==> src/kcd_pkg.sv <==
// ---------------------------------------------------------------------------
// kcd_pkg
// Shared types and constants for the k-th nearest neighbour core distance block.
// ---------------------------------------------------------------------------
package kcd_pkg;

  localparam int unsigned CoordW   = 16;
  localparam int unsigned DistW    = 36;
  localparam int unsigned CoreW    = 18;
  localparam int unsigned CoreSat  = 185363;
  localparam int unsigned StoreAw  = 9;
  localparam int unsigned LoadW    = 10;

  localparam logic [1:0] RegPoints = 2'd0;
  localparam logic [1:0] RegDims   = 2'd1;
  localparam logic [1:0] RegRank   = 2'd2;

  typedef enum logic [3:0] {
    StLoad,
    StPrepI,
    StRdA,
    StRdB,
    StAcc,
    StIns,
    StInsRd,
    StInsWr,
    StSqRd,
    StSqrt,
    StEmit
  } state_e;

  // sqrt unit handshake
  typedef struct packed {
    logic             start;
    logic [DistW-1:0] value;
  } sqrt_req_t;

  typedef struct packed {
    logic             done;
    logic [CoreW-1:0] root;
  } sqrt_rsp_t;

endpackage

==> src/kcd_sqrt.sv <==
// ---------------------------------------------------------------------------
// kcd_sqrt
// Bit-serial floor square root of a 36-bit value, one result bit per cycle.
// ---------------------------------------------------------------------------
module kcd_sqrt (
  input  logic               clk_i,
  input  logic               rst_ni,
  input  kcd_pkg::sqrt_req_t req_i,
  output kcd_pkg::sqrt_rsp_t rsp_o
);

  localparam int unsigned Steps = kcd_pkg::CoreW;

  logic [kcd_pkg::DistW-1:0] rem_q, rem_d;
  logic [kcd_pkg::DistW-1:0] val_q, val_d;
  logic [kcd_pkg::CoreW-1:0] root_q, root_d;
  logic [4:0]                cnt_q, cnt_d;
  logic                      busy_q, busy_d;
  logic                      done_q, done_d;
  logic [kcd_pkg::DistW+1:0] trial;
  logic [kcd_pkg::DistW+1:0] rem_sh;

  always_comb begin
    rem_d  = rem_q;
    val_d  = val_q;
    root_d = root_q;
    cnt_d  = cnt_q;
    busy_d = busy_q;
    done_d = 1'b0;
    rem_sh = {rem_q, val_q[kcd_pkg::DistW-1 -: 2]};
    trial  = {{(kcd_pkg::DistW-kcd_pkg::CoreW){1'b0}}, root_q, 2'b01};
    if (req_i.start) begin
      rem_d  = '0;
      val_d  = req_i.value;
      root_d = '0;
      cnt_d  = '0;
      busy_d = 1'b1;
    end else if (busy_q) begin
      val_d = {val_q[kcd_pkg::DistW-3:0], 2'b00};
      if (rem_sh >= trial) begin
        rem_d  = kcd_pkg::DistW'(rem_sh - trial);
        root_d = {root_q[kcd_pkg::CoreW-2:0], 1'b1};
      end else begin
        rem_d  = kcd_pkg::DistW'(rem_sh);
        root_d = {root_q[kcd_pkg::CoreW-2:0], 1'b0};
      end
      cnt_d = cnt_q + 5'd1;
      if (cnt_q == 5'(Steps - 1)) begin
        busy_d = 1'b0;
        done_d = 1'b1;
      end
    end
  end

  always_ff @(posedge clk_i or negedge rst_ni) begin
    if (!rst_ni) begin
      busy_q <= 1'b0;
      done_q <= 1'b0;
      cnt_q  <= '0;
    end else begin
      busy_q <= busy_d;
      done_q <= done_d;
      cnt_q  <= cnt_d;
    end
  end

  always_ff @(posedge clk_i) begin
    rem_q  <= rem_d;
    val_q  <= val_d;
    root_q <= root_d;
  end

  assign rsp_o.done = done_q;
  assign rsp_o.root = root_q;

endmodule

==> config.mk <==
export PLATFORM = sky130hd
export DESIGN_NAME = kcd_sqrt
export DESIGN_NICKNAME = d
export VERILOG_FILES = /design/src/kcd_pkg.sv /design/src/kcd_sqrt.sv
export SDC_FILE = /design/constraint.sdc
export NUM_CORES = 1
export LEC_CHECK = 0
export ABC_AREA = 1
export BUFFER_PORTS_ARGS = -buffer_cell sky130_fd_sc_hd__buf_2
export CAP_MARGIN = 20
export CELL_PAD_IN_SITES_DETAIL_PLACEMENT = 0
export CELL_PAD_IN_SITES_GLOBAL_PLACEMENT = 2
export CORE_ASPECT_RATIO = 1.2
export CORE_UTILIZATION = 34
export DETAILED_ROUTE_END_ITERATION = 7
export PLACE_DENSITY_LB_ADDON = 0.1
export SLEW_MARGIN = 10
export SYNTH_ARGS = -nofsm -noshare
export SYNTH_HDL_FRONTEND = slang
export SYNTH_SLANG_ARGS = --single-unit
==> constraint.sdc <==
create_clock -name clk_i -period 2.8 [get_ports clk_i]
set_input_delay 0.28 -clock clk_i [delete_from_list [all_inputs] [get_ports clk_i]]
set_output_delay 0.28 -clock clk_i [all_outputs]
set_load 0.005 [all_outputs]
==> results.sh, run 1 <==
export IMPL_grt_setup_unrepaired="no"
export IMPL_post_drt_wl_per_cell_um=15.3
export IMPL_clk_path_buf_depth=2
export IMPL_fin_ws_ps=284
export IMPL_clock_insertion_delay_worst_skew_ps=360
export IMPL_grt_antenna_before_repair=0
export IMPL_first_global_vias=5751
export IMPL_port_buffer_count=57
export IMPL_global_route_usage_total_pct=21.0
export IMPL_critPathLaunchType="register"
export IMPL_clk_pin_slew_worst_paths_ps=80
export IMPL_post_layout_total_power_mw=8.03
export IMPL_initialDrtViolationCount=206
export IMPL_outcome="completed"
export IMPL_layout_worst_path_cycle_share_pct=89.9
export IMPL_syn_area_per_cell_um2=6.75
export IMPL_period_needed_ps=2520
export IMPL_power_density_nw_per_um2=1130
export IMPL_async_flop_share_pct=7.22
export IMPL_layout_cells_most_common_list="sky130_fd_sc_hd__nand2_1 (409), sky130_fd_sc_hd__inv_1 (109), sky130_fd_sc_hd__nor2_1 (59), sky130_fd_sc_hd__buf_2 (57), sky130_fd_sc_hd__dfxtp_1 (54)"
export IMPL_clock_sinks=97
export IMPL_cts_root_buffer_cell="sky130_fd_sc_hd__clkbuf_16"
export IMPL_syn_nets=986
export IMPL_synthDistinctLibCells=44
export IMPL_max_cap_viol_count=0
export IMPL_cts_buffers=9
export IMPL_cts_tree="built"
export IMPL_power_ir_vdd_worst_v=0.000417
export IMPL_start_util_pct=35.1
export IMPL_share_of_cells_above_drive_strength_1_pct=14.4
export IMPL_io_pin_count=58
export IMPL_p_leak_nw=3.65
export IMPL_final_area_um2=7110
export IMPL_vias_per_cell=4.67
export IMPL_timing_worst_setup_path_type="reg -> reg"
export IMPL_slew_headroom_pct=58.5
export IMPL_endpoint_kind="register"
export IMPL_grt_start_max_net_pins=52
export IMPL_num_antenna_cells=0
export IMPL_remaining_drc_errors=0
export IMPL_crit_path_max_fanout=29
export IMPL_placeableCoreArea_um2=17800
export IMPL_timing_final_setup_violations=0
export IMPL_maxSlewViolCount=0
export IMPL_drtAntennaViolNets=0
export IMPL_layout_cells_most_common="sky130_fd_sc_hd__nand2_1"
export IMPL_critical_path_required_ps=3060
export IMPL_worstPathArrival_ps=2770
export IMPL_die_y_um=150
export IMPL_die_w_um=126
export IMPL_detail_route_wirelength_um=18600
export IMPL_cts_htree_levels=3
export IMPL_die_area_um2=18900
export IMPL_fillers=2051
export IMPL_synthFlopType="sky130_fd_sc_hd__dfxtp_1"
export IMPL_hold_path_class="in -> reg"
export IMPL_postPlaceCellArea_um2=6780
export IMPL_cts_hold_fix_buffers=1
export IMPL_final_hold_worst_slack_ps=172
export IMPL_post_cts_resized_instances=0
export IMPL_yosys_top_cells_area="sky130_fd_sc_hd__nand2_1 (25%), sky130_fd_sc_hd__dfxtp_1 (17%), sky130_fd_sc_hd__edfxtp_1 (17%)"
export IMPL_final_setup_tns_ps=0
export IMPL_hold_viol=0
export IMPL_cts_setup_buffers=0
export IMPL_synth_warnings=0
export IMPL_dr_total_vias=5651
export IMPL_setup_slack_at_placement_ps=241
export IMPL_drt_pre_antenna_iters=4
export IMPL_first_pass_grt_wire_length_um=30300
export IMPL_tightestPinTransition_ps=618
export IMPL_area_growth_syn_to_layout_pct=13.9
export IMPL_yosys_area_top_type="sky130_fd_sc_hd__nand2_1"
export IMPL_count_of_flip_flops_with_a_built_in_enable_after_synthesis=36
export IMPL_synth_seq_area_share_pct=37.4
export IMPL_core_rowCount=53
export IMPL_globalRouteOverflowTotal=0
export IMPL_final_nets=1046
export IMPL_syn_instance_count=925
export IMPL_fmaxAchievable_mhz=397
export IMPL_globalplace_congestion=0.822
export IMPL_post_synth_instance_area_um2=6240
export IMPL_ys_seq_elements=97
export IMPL_dpl_hpwl_um=14500
export IMPL_timing_clock_skew_ps=9.87
export IMPL_synth_top_area_share_pct=24.6
power breakdown:
| part | internal [mW] | total (mW) | switching (mW) |
|---|---|---|---|
| registers | 1.75 | 1.98 | 0.227 |
| logic | 1.55 | 4.69 | 3.14 |
| clock network | 0.723 | 1.37 | 0.643 |
state kept, by name (all words and copies together) (netlist names):
name	count
root_q	18
busy_q	1
val_q	36
rem_q	36
done_q	1
cnt_q	5
through the flow:
stage               utilization, %  instances
floorplan                        -        925
detailed placement            38.2       1193
CTS                           40.0       1210
global placement              38.2       1193
global route                  40.0       1210
finish                        40.0       1210
synth_stat cells, types with 2 or more instances:
library cell and count:
sky130_fd_sc_hd__buf_2 2, sky130_fd_sc_hd__buf_1 2, sky130_fd_sc_hd__nand4_1 8, sky130_fd_sc_hd__xnor2_1 8, sky130_fd_sc_hd__inv_2 9, sky130_fd_sc_hd__nand3_1 49, sky130_fd_sc_hd__nor2_4 2, sky130_fd_sc_hd__clkbuf_1 13
sky130_fd_sc_hd__dfrtp_1 7, sky130_fd_sc_hd__ha_1 22, sky130_fd_sc_hd__nand3_2 11, sky130_fd_sc_hd__nor3_2 2, sky130_fd_sc_hd__edfxtp_1 36, sky130_fd_sc_hd__nor4_1 2, sky130_fd_sc_hd__buf_4 3, sky130_fd_sc_hd__o22ai_1 18
sky130_fd_sc_hd__dfxtp_1 54, sky130_fd_sc_hd__o21bai_1 5, sky130_fd_sc_hd__inv_1 110, sky130_fd_sc_hd__a21oi_1 17, sky130_fd_sc_hd__buf_12 2, sky130_fd_sc_hd__nor2_2 3, sky130_fd_sc_hd__o21ai_0 15, sky130_fd_sc_hd__nor3_1 12
sky130_fd_sc_hd__nor2_1 60, sky130_fd_sc_hd__nand2_2 19, sky130_fd_sc_hd__nand3b_1 2, sky130_fd_sc_hd__o21ai_1 2, sky130_fd_sc_hd__nand2_1 409, sky130_fd_sc_hd__xor2_1 7
cell families (layout without fill, tap and decap cells):
family / after synthesis / count (layout) / synth area share, %
DFF: 97 / 97 / 37.4
AOI/OAI and AO/OA: 64 / 64 / 6.29
and+or+nand+nor: 583 / 583 / 40.1
buffers and inverters: 144 / 209 / 9.70
adders and majority gates: 22 / 22 / 4.41
xor gates and xnor gates: 15 / 15 / 2.10
critical path, cell delays in order, from the launching register on:
cell and delay, ps:
sky130_fd_sc_hd__dfxtp_1 340, sky130_fd_sc_hd__inv_1 70, sky130_fd_sc_hd__ha_1 380, sky130_fd_sc_hd__nand2_2 150
sky130_fd_sc_hd__inv_2 40, sky130_fd_sc_hd__a21oi_2 210, sky130_fd_sc_hd__nor2_1 80, sky130_fd_sc_hd__nor2_1 120
sky130_fd_sc_hd__nand2_2 100, sky130_fd_sc_hd__nand2_4 110, sky130_fd_sc_hd__nand3b_4 400, sky130_fd_sc_hd__buf_4 300
sky130_fd_sc_hd__nand3_2 60, sky130_fd_sc_hd__nand2_1 40
path summary, 6_finish.rpt:
kind,start,to,slack (ps),cells past startpoint
hold reg to reg,rem_q[35],rem_q[35],460,2
min in group asynchronous,rst_ni,cnt_q[1],290,2
max in group asynchronous,rst_ni,busy_q,2360,2
hold / removal,req_i[1],val_q[1],170,3
setup reg to reg,root_q[7],rem_q[27],280,13
setup / recovery,root_q[7],rem_q[27],280,13
area by class of cell:
cell class	count	area (um^2)	share of cell area, %
clock buffer	9	225	3.17
clock inverter	7	95.1	1.34
tap	220	275	3.87
multi-input combinational	684	3310	46.5
timing repair buffer	73	420	5.91
sequential	97	2340	32.9
inverter	120	450	6.33
per-layer routing:
metal	track usage, %	routed length [um]	up-vias	share of wire [%]
li1	-	-	3016	-
met1	25.2	8410	2550	45
met2	38.5	9410	66	51
met3	2.91	404	19	2.2
met4	6.40	340	0	1.8
met5	0	0	-	0
Note: power is estimated with default switching activity, not from simulation.
==> run 2, diff against run 1 <==
--- a/config.mk
+++ b/config.mk
@@ -13,7 +13,7 @@
 export CORE_ASPECT_RATIO = 1.2
 export CORE_UTILIZATION = 34
 export DETAILED_ROUTE_END_ITERATION = 7
-export PLACE_DENSITY_LB_ADDON = 0.1
+export PLACE_DENSITY_LB_ADDON = 0.15
 export SLEW_MARGIN = 10
 export SYNTH_ARGS = -nofsm -noshare
 export SYNTH_HDL_FRONTEND = slang
==> results.sh, run 2 (synthesized netlist as in run 1, its figures left out) <==
export IMPL_outcome="completed"
export IMPL_post_drt_wl_per_cell_um=15.4
export IMPL_initialDrtViolationCount=258
export IMPL_cts_tree="built"
export IMPL_worstReg2RegStart="root_q[11]"
export IMPL_r2r_end="rem_q[26]"
export IMPL_utilization_pct=39.6
export IMPL_hold_viol=0
export IMPL_drt_pre_antenna_iters=5
export IMPL_post_cts_resized_instances=0
export IMPL_first_global_vias=5798
export IMPL_die_y_um=150
export IMPL_share_of_cells_above_drive_strength_1_pct=13.9
export IMPL_power_ir_vdd_worst_v=0.000433
export IMPL_vias_per_cell=4.70
export IMPL_critPathLaunchType="register"
export IMPL_globalRouteOverflowTotal=0
export IMPL_port_buffer_count=57
export IMPL_global_route_usage_total_pct=21.0
export IMPL_reg2reg_depth=10
export IMPL_fin_ws_ps=318
export IMPL_remaining_drc_errors=0
export IMPL_cts_root_buffer_cell="sky130_fd_sc_hd__clkbuf_16"
export IMPL_detail_route_wirelength_um=18600
export IMPL_clock_sinks=97
export IMPL_cts_buffers=9
export IMPL_start_util_pct=35.1
export IMPL_area_growth_syn_to_layout_pct=12.6
export IMPL_layout_cells_most_common_list="sky130_fd_sc_hd__nand2_1 (409), sky130_fd_sc_hd__inv_1 (109), sky130_fd_sc_hd__nor2_1 (59), sky130_fd_sc_hd__buf_2 (57), sky130_fd_sc_hd__dfxtp_1 (54)"
export IMPL_stdcell_count=1205
export IMPL_grt_setup_unrepaired="no"
export IMPL_worstPathArrival_ps=2720
export IMPL_worstPathCellList="inv_1 -> ha_1 -> a21oi_1 -> nand2_1 -> nor2_1 -> nand2_2 -> nand2_4 -> nand3b_4 -> nand3_1 -> o21ai_0"
export IMPL_timing_final_setup_violations=0
export IMPL_place_detailed_instances=1188
export IMPL_layout_worst_path_cycle_share_pct=88.6
export IMPL_critical_path_required_ps=3040
export IMPL_p_comb_share_pct=59.3
export IMPL_clk_path_buf_depth=2
export IMPL_hold_path_class="in -> reg"
export IMPL_grt_start_max_net_pins=53
export IMPL_fmaxAchievable_mhz=403
export IMPL_first_pass_grt_wire_length_um=30400
export IMPL_timing_worst_setup_path_type="reg -> reg"
export IMPL_drtAntennaViolNets=0
export IMPL_placeableCoreArea_um2=17800
export IMPL_clk_pin_slew_worst_paths_ps=80
export IMPL_sequential_power_share_pct=25.0
export IMPL_cts_htree_levels=3
export IMPL_cell_internal_power_dissipation_mw=3.88
export IMPL_final_nets=1041
export IMPL_power_share_switching_pct=50.7
export IMPL_reg2reg_slack_ps=320
export IMPL_layout_cells_most_common="sky130_fd_sc_hd__nand2_1"
export IMPL_reg_top3="rem_q: 36 flops, val_q: 36 flops, root_q: 18 flops"
export IMPL_setup_slack_at_placement_ps=272
export IMPL_final_area_um2=7030
export IMPL_crit_path_max_fanout=29
export IMPL_power_density_nw_per_um2=1120
export IMPL_worst_hold_path_endpoint="val_q[1]"
export IMPL_maxSlewViolCount=0
export IMPL_clock_insertion_delay_worst_skew_ps=360
export IMPL_slew_headroom_pct=58.0
export IMPL_cpPeakStageDelay_ps=420
export IMPL_dr_total_vias=5667
export IMPL_die_w_um=126
export IMPL_pwr_share_clk_pct=15.7
export IMPL_net_switching_power_mw=3.99
export IMPL_grt_antenna_before_repair=0
export IMPL_endpoint_kind="register"
export IMPL_timing_clock_skew_ps=14.8
export IMPL_period_needed_ps=2480
export IMPL_core_rowCount=53
export IMPL_p_leak_nw=3.60
export IMPL_globalplace_congestion=0.846
export IMPL_hold_start="req_i[1]"
export IMPL_io_pin_count=58
export IMPL_die_area_um2=18900
export IMPL_postPlaceCellArea_um2=6750
export IMPL_final_setup_tns_ps=0
export IMPL_tightestPinTransition_ps=626
export IMPL_dpl_hpwl_um=14300
export IMPL_hold_path_depth=3
export IMPL_max_cap_viol_count=0
export IMPL_critical_path_slowest_cell="sky130_fd_sc_hd__nand3b_4"
export IMPL_num_antenna_cells=0
==> run 2: cell count changes in the layout (fill, tap and decap cells not counted) <==
cell,previous run,this run
sky130_fd_sc_hd__buf_4,14,9
sky130_fd_sc_hd__clkinv_2,0,1
sky130_fd_sc_hd__clkinv_8,1,0
sky130_fd_sc_hd__clkbuf_1,0,1
sky130_fd_sc_hd__clkinv_4,1,0
sky130_fd_sc_hd__inv_8,2,1
sky130_fd_sc_hd__bufinv_16,1,0
sky130_fd_sc_hd__clkinvlp_4,0,2
==> run 2: how the worst max path moves through the flow <==
stage	from	to	slack (ps)	depth (start not counted)
after floorplan	busy_q	val_q[0]	530	4
after global placement	root_q[11]	rem_q[26]	220	10
after detailed placement	root_q[11]	rem_q[26]	270	10
after CTS	root_q[11]	rem_q[26]	230	10
after global routing	root_q[11]	rem_q[26]	40	10
final	root_q[11]	rem_q[26]	320	10
==> run 2: layer usage <==
layer	routed length [um]	up-vias	track usage, %
met5	0	-	0
met1	8570	2541	25.4
li1	-	2998	-
met4	646	0	9.82
met2	8870	91	36.9
met3	509	37	2.99
==> run 2: timing repair <==
action,in CTS,in global routing
hold buffers,1,0
setup buffers,0,0
endpoints found under the hold margin,7,0
==> run 2: per-stage QoR <==
stage / power, mW / hold slack [ps]
2_1_floorplan: 5.47 / -15.6
3_3_place_gp: 6.73 / 127
3_5_place_dp: 6.68 / 126
4_1_cts: 7.94 / 164
5_1_grt: 8.65 / 186
6_report: 7.87 / 172
==> run 2: cell type report <==
| cell class | count | area, um^2 |
|---|---|---|
| clock buffers | 10 | 229 |
| fillers | 2019 | 10700 |
| flip-flops and latches | 97 | 2340 |
| multi-input cells | 684 | 3310 |
| repair buffers | 68 | 383 |
| inverters | 120 | 450 |
| well taps | 220 | 275 |
| clock inverters | 6 | 48.8 |
==> run 2: power groups by stage <==
stage	logic (mW)	clock network [mW]	registers, mW
finish	4.67	1.23	1.97
global route	5.31	1.33	2.01
CTS	4.71	1.27	1.97
detailed placement	4.68	0	2.00
global placement	4.72	0	2.00
floorplan	3.54	0	1.93
==> run 2: worst max-delay path: cells and delay by family, from the launching register on <==
kind	cells	cell delay [ps]
buffers and inverters	1	80
AND/OR/NAND/NOR	6	1170
flip-flops	1	340
AO/OA/AOI/OAI	2	340
adder cells (fa/ha/maj)	1	410
